<file path="src/ppt_pkg.sv">
// ----------------------------------------------------------------------------
// ppt_pkg
// Shared types and constants for the proximity pump toggle controller.
// ----------------------------------------------------------------------------
package ppt_pkg;

    localparam int unsigned DIST_W   = 11;
    localparam int unsigned TICK_W   = 16;
    localparam int unsigned CFG_IDX_W = 3;
    localparam int unsigned CFG_DATA_W = 16;

    // distance = echo / 58 as (echo * RECIP) >> SHIFT, exact for 16-bit echo
    localparam int unsigned ECHO_SHIFT = 22;
    localparam logic [16:0] ECHO_RECIP = 17'd72316;

    localparam logic [TICK_W-1:0] START_DELAY    = 16'd1000;
    localparam logic [DIST_W-1:0] RESET_DISTANCE = 11'd100;
    localparam logic [DIST_W-1:0] BOOT_DISTANCE  = 11'd135;
    localparam logic [DIST_W-1:0] MAX_DISTANCE   = 11'd1129;

    localparam logic [CFG_IDX_W-1:0] CFG_NEAR_MIN  = 3'd0;
    localparam logic [CFG_IDX_W-1:0] CFG_NEAR_MAX  = 3'd1;
    localparam logic [CFG_IDX_W-1:0] CFG_ON_DWELL  = 3'd2;
    localparam logic [CFG_IDX_W-1:0] CFG_OFF_DWELL = 3'd3;
    localparam logic [CFG_IDX_W-1:0] CFG_PAUSE     = 3'd4;

    localparam logic FUNC_TICK = 1'b0;
    localparam logic FUNC_ECHO = 1'b1;

    typedef enum logic [2:0] {
        PH_START     = 3'd0,
        PH_WAIT_ON   = 3'd1,
        PH_DWELL_ON  = 3'd2,
        PH_PAUSE_ON  = 3'd3,
        PH_WAIT_OFF  = 3'd4,
        PH_DWELL_OFF = 3'd5,
        PH_PAUSE_OFF = 3'd6
    } phase_t;

    typedef struct packed {
        logic              func;
        logic [TICK_W-1:0] echo_ticks;
    } in_word_t;

    typedef struct packed {
        logic              pump_on;
        logic [DIST_W-1:0] distance_cm;
        logic [2:0]        phase;
    } out_word_t;

endpackage

</file>
<file path="src/proximity_pump_toggle_controller_core.sv">
// ----------------------------------------------------------------------------
// proximity_pump_toggle_controller_core
// Hand-proximity pump toggle: echo widths to distance, dwell timer, 7 phases.
// ----------------------------------------------------------------------------
// Path: an accepted input word is held in the input register, then in the result register.
// Throughput: one word per cycle; input register, one step of logic, result
//   register, so ready only drops when the result register is stalled.
// Reset (rst_n, async low): empty pipeline, phase 0, timer idle, distance 135,
//   pump off, config registers at 5 / 30 / 500 / 500 / 2000.
// ----------------------------------------------------------------------------
module proximity_pump_toggle_controller_core (
    input  logic                                 clk,
    input  logic                                 rst_n,
    // config write port
    input  logic                                 cfg_wr_en,
    input  logic [ppt_pkg::CFG_IDX_W-1:0]        cfg_index,
    input  logic [ppt_pkg::CFG_DATA_W-1:0]       cfg_data,
    // input words
    input  logic                                 in_valid,
    output logic                                 in_ready,
    input  ppt_pkg::in_word_t                    in_word,
    // result words
    output logic                                 out_valid,
    input  logic                                 out_ready,
    output ppt_pkg::out_word_t                   out_word
);

    // ------------------------------------------------------------------
    // Config registers
    // ------------------------------------------------------------------
    logic [ppt_pkg::DIST_W-1:0] near_min_reg;
    logic [ppt_pkg::DIST_W-1:0] near_max_reg;
    logic [ppt_pkg::TICK_W-1:0] on_dwell_reg;
    logic [ppt_pkg::TICK_W-1:0] off_dwell_reg;
    logic [ppt_pkg::TICK_W-1:0] pause_reg;

    always_ff @(posedge clk or negedge rst_n)
    begin
        if (!rst_n)
        begin
            near_min_reg  <= 11'd5;
            near_max_reg  <= 11'd30;
            on_dwell_reg  <= 16'd500;
            off_dwell_reg <= 16'd500;
            pause_reg     <= 16'd2000;
        end
        else if (cfg_wr_en)
        begin
            case (cfg_index)
                ppt_pkg::CFG_NEAR_MIN:  near_min_reg  <= cfg_data[ppt_pkg::DIST_W-1:0];
                ppt_pkg::CFG_NEAR_MAX:  near_max_reg  <= cfg_data[ppt_pkg::DIST_W-1:0];
                ppt_pkg::CFG_ON_DWELL:  on_dwell_reg  <= cfg_data;
                ppt_pkg::CFG_OFF_DWELL: off_dwell_reg <= cfg_data;
                ppt_pkg::CFG_PAUSE:     pause_reg     <= cfg_data;
                default: ; // unmapped index, dropped
            endcase
        end
    end

    // ------------------------------------------------------------------
    // Pipeline handshake: input register -> step logic -> result register
    // ------------------------------------------------------------------
    logic              s1_valid_reg;
    ppt_pkg::in_word_t s1_word_reg;
    logic              out_valid_reg;
    ppt_pkg::out_word_t out_word_reg;
    logic              step_en;   // word in s1 is processed and moves to result

    assign step_en   = s1_valid_reg && (!out_valid_reg || out_ready);
    assign in_ready  = !s1_valid_reg || step_en;
    assign out_valid = out_valid_reg;
    assign out_word  = out_word_reg;

    always_ff @(posedge clk or negedge rst_n)
    begin
        if (!rst_n)
        begin
            s1_valid_reg <= 1'b0;
        end
        else if (in_ready)
        begin
            s1_valid_reg <= in_valid;
        end
    end

    always_ff @(posedge clk)
    begin
        if (in_ready && in_valid)
        begin
            s1_word_reg <= in_word;
        end
    end

    // ------------------------------------------------------------------
    // Controller state
    // ------------------------------------------------------------------
    ppt_pkg::phase_t            phase_reg, phase_next;
    logic [ppt_pkg::TICK_W-1:0] dwell_cnt_reg, dwell_cnt_next;
    logic                       dwell_run_reg, dwell_run_next;
    logic [ppt_pkg::DIST_W-1:0] dist_reg, dist_next;
    logic                       pump_reg, pump_next;

    // echo / 58 by reciprocal multiply
    logic [32:0]                echo_prod;
    logic [ppt_pkg::DIST_W-1:0] echo_dist;

    assign echo_prod = 33'(s1_word_reg.echo_ticks) * 33'(ppt_pkg::ECHO_RECIP);
    assign echo_dist = echo_prod[ppt_pkg::ECHO_SHIFT +: ppt_pkg::DIST_W];

    logic                       is_tick;
    logic                       in_win;
    logic [ppt_pkg::TICK_W-1:0] period;
    logic [ppt_pkg::TICK_W-1:0] cnt_inc;     // count after this tick
    logic [ppt_pkg::TICK_W-1:0] cnt_load;    // count after a load attempt
    logic                       load_expired; // load, then check
    logic                       run_expired;  // check only

    assign is_tick = (s1_word_reg.func == ppt_pkg::FUNC_TICK);
    assign in_win  = (dist_reg > near_min_reg) && (dist_reg < near_max_reg);

    // timer advances while running, saturating at all ones
    assign cnt_inc  = (dwell_run_reg && (dwell_cnt_reg != '1)) ?
                      dwell_cnt_reg + 16'd1 : dwell_cnt_reg;
    // load only restarts an idle timer
    assign cnt_load = dwell_run_reg ? cnt_inc : '0;
    assign load_expired = (cnt_load >= period);
    assign run_expired  = dwell_run_reg && (cnt_inc >= period);

    always_comb
    begin
        case (phase_reg)
            ppt_pkg::PH_START:     period = ppt_pkg::START_DELAY;
            ppt_pkg::PH_DWELL_ON:  period = on_dwell_reg;
            ppt_pkg::PH_PAUSE_ON,
            ppt_pkg::PH_PAUSE_OFF: period = pause_reg;
            ppt_pkg::PH_DWELL_OFF: period = off_dwell_reg;
            default:               period = '0;
        endcase
    end

    // next phase
    always_comb
    begin
        phase_next = phase_reg;
        if (is_tick)
        begin
            case (phase_reg)
                ppt_pkg::PH_START:
                    if (load_expired) phase_next = ppt_pkg::PH_WAIT_ON;
                ppt_pkg::PH_WAIT_ON:
                    if (in_win) phase_next = ppt_pkg::PH_DWELL_ON;
                ppt_pkg::PH_DWELL_ON:
                    if (run_expired)
                        phase_next = in_win ? ppt_pkg::PH_PAUSE_ON : ppt_pkg::PH_WAIT_ON;
                ppt_pkg::PH_PAUSE_ON:
                    if (load_expired) phase_next = ppt_pkg::PH_WAIT_OFF;
                ppt_pkg::PH_WAIT_OFF:
                    if (in_win) phase_next = ppt_pkg::PH_DWELL_OFF;
                ppt_pkg::PH_DWELL_OFF:
                    if (run_expired)
                        phase_next = in_win ? ppt_pkg::PH_PAUSE_OFF : ppt_pkg::PH_WAIT_OFF;
                ppt_pkg::PH_PAUSE_OFF:
                    if (load_expired) phase_next = ppt_pkg::PH_WAIT_ON;
                default: ;
            endcase
        end
    end

    // timer, distance and pump updates
    always_comb
    begin
        dwell_cnt_next = dwell_cnt_reg;
        dwell_run_next = dwell_run_reg;
        dist_next      = dist_reg;
        pump_next      = pump_reg;
        if (!is_tick)
        begin
            dist_next = echo_dist;
        end
        else
        begin
            dwell_cnt_next = cnt_inc;
            case (phase_reg)
                ppt_pkg::PH_START,
                ppt_pkg::PH_PAUSE_ON,
                ppt_pkg::PH_PAUSE_OFF:
                begin
                    dwell_cnt_next = cnt_load;
                    dwell_run_next = !load_expired;
                end
                ppt_pkg::PH_WAIT_ON,
                ppt_pkg::PH_WAIT_OFF:
                begin
                    if (in_win)
                    begin
                        dwell_cnt_next = cnt_load;
                        dwell_run_next = 1'b1;
                    end
                end
                ppt_pkg::PH_DWELL_ON:
                begin
                    if (run_expired)
                    begin
                        dwell_run_next = 1'b0;
                        // distance resets on both pass and fail of the on-check
                        dist_next      = ppt_pkg::RESET_DISTANCE;
                        if (in_win) pump_next = 1'b1;
                    end
                end
                ppt_pkg::PH_DWELL_OFF:
                begin
                    if (run_expired)
                    begin
                        dwell_run_next = 1'b0;
                        if (in_win)
                        begin
                            pump_next = 1'b0;
                            dist_next = ppt_pkg::RESET_DISTANCE;
                        end
                    end
                end
                default: ; // only the timer advances
            endcase
        end
    end

    always_ff @(posedge clk or negedge rst_n)
    begin
        if (!rst_n)
        begin
            phase_reg     <= ppt_pkg::PH_START;
            dwell_cnt_reg <= '0;
            dwell_run_reg <= 1'b0;
            dist_reg      <= ppt_pkg::BOOT_DISTANCE;
            pump_reg      <= 1'b0;
        end
        else if (step_en)
        begin
            phase_reg     <= phase_next;
            dwell_cnt_reg <= dwell_cnt_next;
            dwell_run_reg <= dwell_run_next;
            dist_reg      <= dist_next;
            pump_reg      <= pump_next;
        end
    end

    // ------------------------------------------------------------------
    // Result register
    // ------------------------------------------------------------------
    always_ff @(posedge clk or negedge rst_n)
    begin
        if (!rst_n)
        begin
            out_valid_reg <= 1'b0;
        end
        else if (step_en)
        begin
            out_valid_reg <= 1'b1;
        end
        else if (out_ready)
        begin
            out_valid_reg <= 1'b0;
        end
    end

    always_ff @(posedge clk)
    begin
        if (step_en)
        begin
            out_word_reg.pump_on     <= pump_next;
            out_word_reg.distance_cm <= dist_next;
            out_word_reg.phase       <= 3'(phase_next);
        end
    end

    // ------------------------------------------------------------------
    // Assertions
    // ------------------------------------------------------------------
    // pump runs exactly from the on-switch to the off-switch
    a_pump_phase: assert property (@(posedge clk) disable iff (!rst_n)
        pump_reg == (phase_reg == ppt_pkg::PH_PAUSE_ON ||
                     phase_reg == ppt_pkg::PH_WAIT_OFF ||
                     phase_reg == ppt_pkg::PH_DWELL_OFF))
        else $error("pump state does not match phase");

    // waiting phases are only entered with the timer stopped
    a_wait_idle: assert property (@(posedge clk) disable iff (!rst_n)
        (phase_reg == ppt_pkg::PH_WAIT_ON || phase_reg == ppt_pkg::PH_WAIT_OFF)
        |-> !dwell_run_reg)
        else $error("dwell timer running in a wait phase");

    // stored distance never exceeds 1129, the largest quotient of a 16-bit echo
    a_dist_range: assert property (@(posedge clk) disable iff (!rst_n)
        dist_reg <= ppt_pkg::MAX_DISTANCE)
        else $error("stored distance out of range");

    // a stalled result holds the step, not a dropped word
    a_stall_hold: assert property (@(posedge clk) disable iff (!rst_n)
        (out_valid_reg && !out_ready && s1_valid_reg) |=> s1_valid_reg && out_valid_reg)
        else $error("word lost while result stalled");

endmodule
</file>
<file path="config.mk">
export PLATFORM = sky130hd
export DESIGN_NAME = proximity_pump_toggle_controller_core
export DESIGN_NICKNAME = d
export VERILOG_FILES = /design/src/ppt_pkg.sv /design/src/proximity_pump_toggle_controller_core.sv
export SDC_FILE = /design/constraint.sdc
export NUM_CORES = 1
export LEC_CHECK = 0
export ABC_CLOCK_PERIOD_IN_PS = 7770
export BUFFER_PORTS_ARGS = -buffer_cell sky130_fd_sc_hd__buf_2
export CAP_MARGIN = 20
export CORE_MARGIN = 1
export CORE_UTILIZATION = 40
export DETAILED_ROUTE_END_ITERATION = 10
export PLACE_DENSITY = 0.53
export SYNTH_ARGS = -nofsm -noshare
export SYNTH_HDL_FRONTEND = slang
export SYNTH_SLANG_ARGS = --single-unit
export TNS_END_PERCENT = 100
</file>
<file path="constraint.sdc">
create_clock -name clk -period 7.77 [get_ports clk]
set_input_delay 0.3885 -clock clk [delete_from_list [all_inputs] [get_ports clk]]
set_output_delay 0.3885 -clock clk [all_outputs]
set_load 0.005 [all_outputs]
</file>
# After elaboration in Yosys (flattened, before gate mapping)

Cells that the tools add are included.

Register bits: 136
Bits of input ports: 41
Output and inout port bits: 17
Word-level logic and storage cells: 94

Add/subtract/negate cells: 1
Multiply operators: 1
Order comparisons: 4
Equality and inequality tests: 13
Muxes and demuxes: 31
Bitwise operators: 1
Reduce and logical (&&, ||, !) cells: 26

Operator list:

| operator                                                              | number |
|---|---|
| 16-bit case mux with 4 select lines                                   | 1 |
| 16-bit 2-to-1 mux                                                     | 3 |
| 11-bit 2-to-1 mux                                                     | 4 |
| 16-bit >= comparator                                                  | 2 |
| 16-bit case mux with 2 select lines                                   | 1 |
| 16-bit by 15-bit multiplier with 31-bit output, second input constant | 1 |
| 11-bit case mux with 2 select lines                                   | 1 |
| 3-bit 2-to-1 mux                                                      | 7 |
| 3-bit case mux with 6 select lines                                    | 1 |
| 16-bit by 1-bit adder with 16-bit output, second input constant       | 1 |
| 16-bit inequality test, second input constant                         | 1 |
| 3-bit by 2-bit == test with 1-bit output, second input constant       | 4 |
| 3-bit == test, second input constant                                  | 4 |
| 2-bit AND reduction                                                   | 6 |
| 11-bit greater-than comparator                                        | 1 |
| 11-bit < comparator                                                   | 1 |
| 1-bit 2-to-1 mux                                                      | 9 |
| 2-bit OR reduction                                                    | 4 |
| 3-bit by 1-bit == test with 1-bit output, second input constant       | 2 |
| 3-bit logical NOT                                                     | 2 |
| 1-bit logical AND                                                     | 5 |
| 5-bit AND reduction                                                   | 1 |
| 2-bit 2-to-1 mux                                                      | 2 |
| 1-bit logical NOT                                                     | 3 |
| 9 further kinds                                                       | 10 |

# Longest topological paths before layout

Depth after elaboration: 8
Depth in mapped cells: 22
Gate-level depth less buffers: 22

# Worst setup path after synthesis

Ideal clock, no wire load.

Kind: register to register
Start point: register s1_word_reg[12] (netlist name)
End point: register out_word_reg (netlist bit out_word[12]), data pin
Setup time: 0.256 ns
Arrival: 5.639 ns
Data required time: 7.514 ns
Path slack: 1.875 ns
Cell stages (with the launch flop): 21
Buffers on the path: 0
Period minus slack after synthesis: 5.895 ns
Path through: edfxtp_1 -> fa_1 -> inv_1 -> fa_1 -> inv_1 -> fa_1 -> fa_1 -> fa_1 -> inv_1 -> fa_1 -> inv_1 -> ha_1 -> a211oi_1 -> nor3b_1 -> o22a_1 -> a2111oi_2 -> o21ai_1 -> nand4_1 -> o211ai_1 -> xor2_1 -> a22o_1

Word-level cells in the longest chain between the ends: 2

RTL lines:

| what                                           | RTL line                                     | RTL |
|---|---|---|
| start: declaration                             | proximity_pump_toggle_controller_core.sv:64  | `ppt_pkg::in_word_t s1_word_reg;` |
| start signal: assignment                       | proximity_pump_toggle_controller_core.sv:90  | `s1_word_reg <= in_word;` |
| 16-bit by 15-bit multiplier with 31-bit output | proximity_pump_toggle_controller_core.sv:107 | `assign echo_prod = 33'(s1_word_reg.echo_ticks) * 33'(ppt_pkg::ECHO_RECIP);` |
| 11-bit 2-to-1 mux                              | proximity_pump_toggle_controller_core.sv:176 | `if (!is_tick)` |
| named net dist_next, one bit                   | proximity_pump_toggle_controller_core.sv:100 | `logic [ppt_pkg::DIST_W-1:0] dist_reg, dist_next;` |
| end: declaration                               | proximity_pump_toggle_controller_core.sv:66  | `ppt_pkg::out_word_t out_word_reg;` |

The timed path passes the listed nets, and every way through them passes these cells.
A chain may end at the register's enable or synchronous reset.

# Worst setup path in the final report

Start point: register s1_word_reg[13] (netlist name)
End point: register out_word_reg (netlist bit out_word[12]), data pin

Same word-level chain as after synthesis.

==> impl_metrics.py <==
metrics = {
    "setup_path": {
        "crit_fanout": 7,
        "r2r-end": "out_word[12]",
        "rr_worst_depth": 20,
        "timing.rr.start": "s1_word_reg[13]",
        "critPathLaunchType": "flop",
        "cp-end-kind": "flop",
        "critPathKind": "reg -> reg",
        "worstPathArrival_ns": 6.50,
        "required_ns": 7.94,
        "r2r_setup_slack_ns": 1.44,
    },
    "timing": {
        "tns_ns": 0,
        "holdWs_ns": 0.132,
        "finClkSkew_ns": 0.0170,
        "drv_slew": 0,
        "finalCritPeriodShare_pct": 81.4,
        "max_freq_mhz": 158,
        "fin_crit_ns": 6.33,
        "setup_viol": 0,
        "hold_viol": 0,
        "max_slew_margin_pct": 30.0,
        "rsz0062_at_grt": "false",
        "worstMarginPinSlew_ns": 1.05,
        "timing.final.ws_setup_ns": 1.44,
    },
    "grt": {
        "grt_max_degree": 70,
        "grt_pass1_wl_um": 43600,
        "grt_pass1_vias": 7964,
        "grt.total_usage_pct": 18.7,
        "overflow": 0,
        "antenna_found_initial": 0,
    },
    "drt": {
        "antenna_left": 0,
        "viasPerCell": 5.08,
        "drt-total-wl_um": 26500,
        "wl_per_cell_um": 17.0,
        "drt_pass1_iterations": 5,
        "vias": 7941,
        "drc": 0,
        "initialDrtViolationCount": 447,
    },
    "cells_and_area": {
        "diodes": 0,
        "largest_reg_flops": 17,
        "mostFrequentLayoutCells": "inv_1, ha_1, fa_1, dfrtp_1, nand2_1",
        "nNetsFinal": 1465,
        "final_core_util_pct": 45.5,
        "fillers": 2705,
        "area_growth_pct": 11.8,
        "multi_input_area_um2": 7360,
        "drive_above_1_share_pct": 16.4,
        "area.sequential_um2": 3600,
        "final_common_cell": "inv_1",
        "fin_area_um2": 13100,
    },
    "logic_synthesis": {
        "netlist.area_leader.share_pct": 18.6,
        "synth_area_leaders": "ha_1, dfrtp_1, fa_1",
        "yosys_warnings": 0,
        "synth_top_flop_cell": "dfrtp_1",
        "syn_area_um2": 11700,
        "yosysTopAreaCell": "ha_1",
        "synthCells": 1113,
        "synth_nets": 1411,
        "ys_ff_latch": 136,
        "syn_avg_cell_area_um2": 10.5,
        "synth_cell_types": 72,
        "synth-edff-count": 32,
        "synth_async_sr_flop_share_pct": 76.5,
        "yosysSeqAreaShare_pct": 30.7,
    },
    "worst_hold_path": {
        "hold_path_end": "s1_word_reg[6]",
        "worstHoldStart": "in_word[6]",
        "hold_path_class": "in -> reg",
        "worstHoldPathCells": 1,
    },
    "cts": {
        "cts.path.max_buffers": 2,
        "cts_root_buf": "clkbuf_16",
        "clock-sinks": 136,
        "post-cts-setup-buffers": 0,
        "htree_levels": 4,
        "path_clk_slew_ns": 0.07,
        "clock_latency_ns": 0.43,
        "cts_tree": "built",
        "numCtsBuffers": 17,
    },
    "place": {
        "pre_cts_ws_ns": 1.49,
        "hpwlAfterDp_um": 20500,
        "dpl_cell_area_um2": 12500,
        "port_buffers": 57,
        "gp_congestion": 0.805,
    },
    "run_status": {
        "status": "finished, final reports clean",
    },
    "floorplan": {
        "core_um2": 28800,
        "die_area_um2": 30000,
        "start_util_pct": 40.7,
        "die_y_um": 173,
        "die_w_um": 173,
        "ios": 58,
        "num_rows": 62,
    },
    "power_and_ir_drop": {
        "leakagePower_nw": 6.46,
        "vdd_drop_max_mv": 0.264,
        "power_density_nw_per_um2": 330,
    },
    "job": {
        "max_cap_violations": 0,
    },
}
==> cells in the mapped netlist (3+ instances only) <==
library cell	instances
inv_1	178
o21a_1	5
o21ai_1	4
a22o_1	22
ha_1	174
a21oi_1	40
mux2_2	54
dfstp_2	28
nand2_1	59
xor2_1	19
o31ai_1	9
nor3_1	8
dfrtp_1	76
nor2_1	51
clkbuf_1	27
and3_1	4
o2bb2ai_1	6
nand3b_1	3
nor4_1	3
a31oi_1	3
a211oi_1	5
a32oi_1	4
o21ai_0	41
o211ai_1	5
a221oi_1	6
a22oi_1	4
and4_1	3
nand4_1	9
nand2b_1	12
nor2b_1	9
and2_1	16
nand3_1	15
mux2i_1	13
xnor2_1	13
edfxtp_1	32
a21o_1	26
fa_1	83
==> how the worst max path moves through the flow <==
| stage | from | endpoint | slack, ns | cells after the start |
|---|---|---|---|---|
| CTS | s1_word_reg[13] | out_word[12] | 1.43 | 20 |
| floorplan | s1_word_reg[12] | out_word[12] | 1.87 | 20 |
| global route | s1_word_reg[13] | out_word[12] | 1.11 | 20 |
| global placement | s1_word_reg[12] | out_word[12] | 1.49 | 20 |
| finish | s1_word_reg[13] | out_word[12] | 1.44 | 20 |
| detailed placement | s1_word_reg[13] | out_word[12] | 1.49 | 20 |
==> critical path: stages (launching register included) <==
cell and delay [ns]:
edfxtp_1 0.57, fa_1 0.61, inv_1 0.05, fa_1 0.48
inv_1 0.06, fa_1 0.52, fa_1 0.45, fa_1 0.55
inv_1 0.05, fa_1 0.53, inv_1 0.04, ha_1 0.32
a41oi_1 0.23, nor3b_1 0.08, o22a_1 0.20, a2111oi_2 0.42
o21ai_1 0.17, nand4_1 0.19, o211ai_1 0.17, xor2_1 0.18
a22o_1 0.19
==> through the flow <==
stage               total power, W  instances
global route               0.00475       1564
detailed placement         0.00345       1531
floorplan                  0.00282       1113
finish                     0.00432       1564
CTS                        0.00437       1564
global placement           0.00344       1531
==> routing by layer <==
| layer | track usage [%] | up-vias | share of wire [%] |
|---|---|---|---|
| li1 | - | 3951 | - |
| met1 | 28.8 | 3870 | 54 |
| met2 | 27.1 | 101 | 42 |
| met3 | 2.87 | 19 | 2.9 |
| met4 | 4.68 | 0 | 1.1 |
| met5 | 0 | - | 0 |
==> cell families after synthesis <==
group | after synthesis | synth area share [%]
mux | 67 | 6.30
compound gates | 205 | 12.4
buf+inv | 212 | 6.89
simple gates | 204 | 8.61
xor+xnor | 32 | 2.39
flops | 136 | 30.7
fa+ha+maj | 257 | 32.7
==> final cells by class <==
type                    instances  share of cell area, %
multi-input cells             765                   56.2
flip-flops and latches        136                   27.5
inverters                     180                   5.16
well taps                     384                   3.67
clock buffers                  18                   3.35
repair buffers                 67                   2.79
clock inverters                14                   1.41
==> power breakdown <==
part           internal [W]  switching (W)
Sequential         0.000917       0.000112
Clock              0.000523       0.000358
Combinational       0.00107        0.00134
Total               0.00251        0.00181
==> timing repair <==
item / in CTS / in global routing
endpoints found under the hold margin: 31 / 0
gates resized for setup: 0 / 0
hold buffers: 1 / 0
Note: power is estimated with default switching activity, not from simulation.
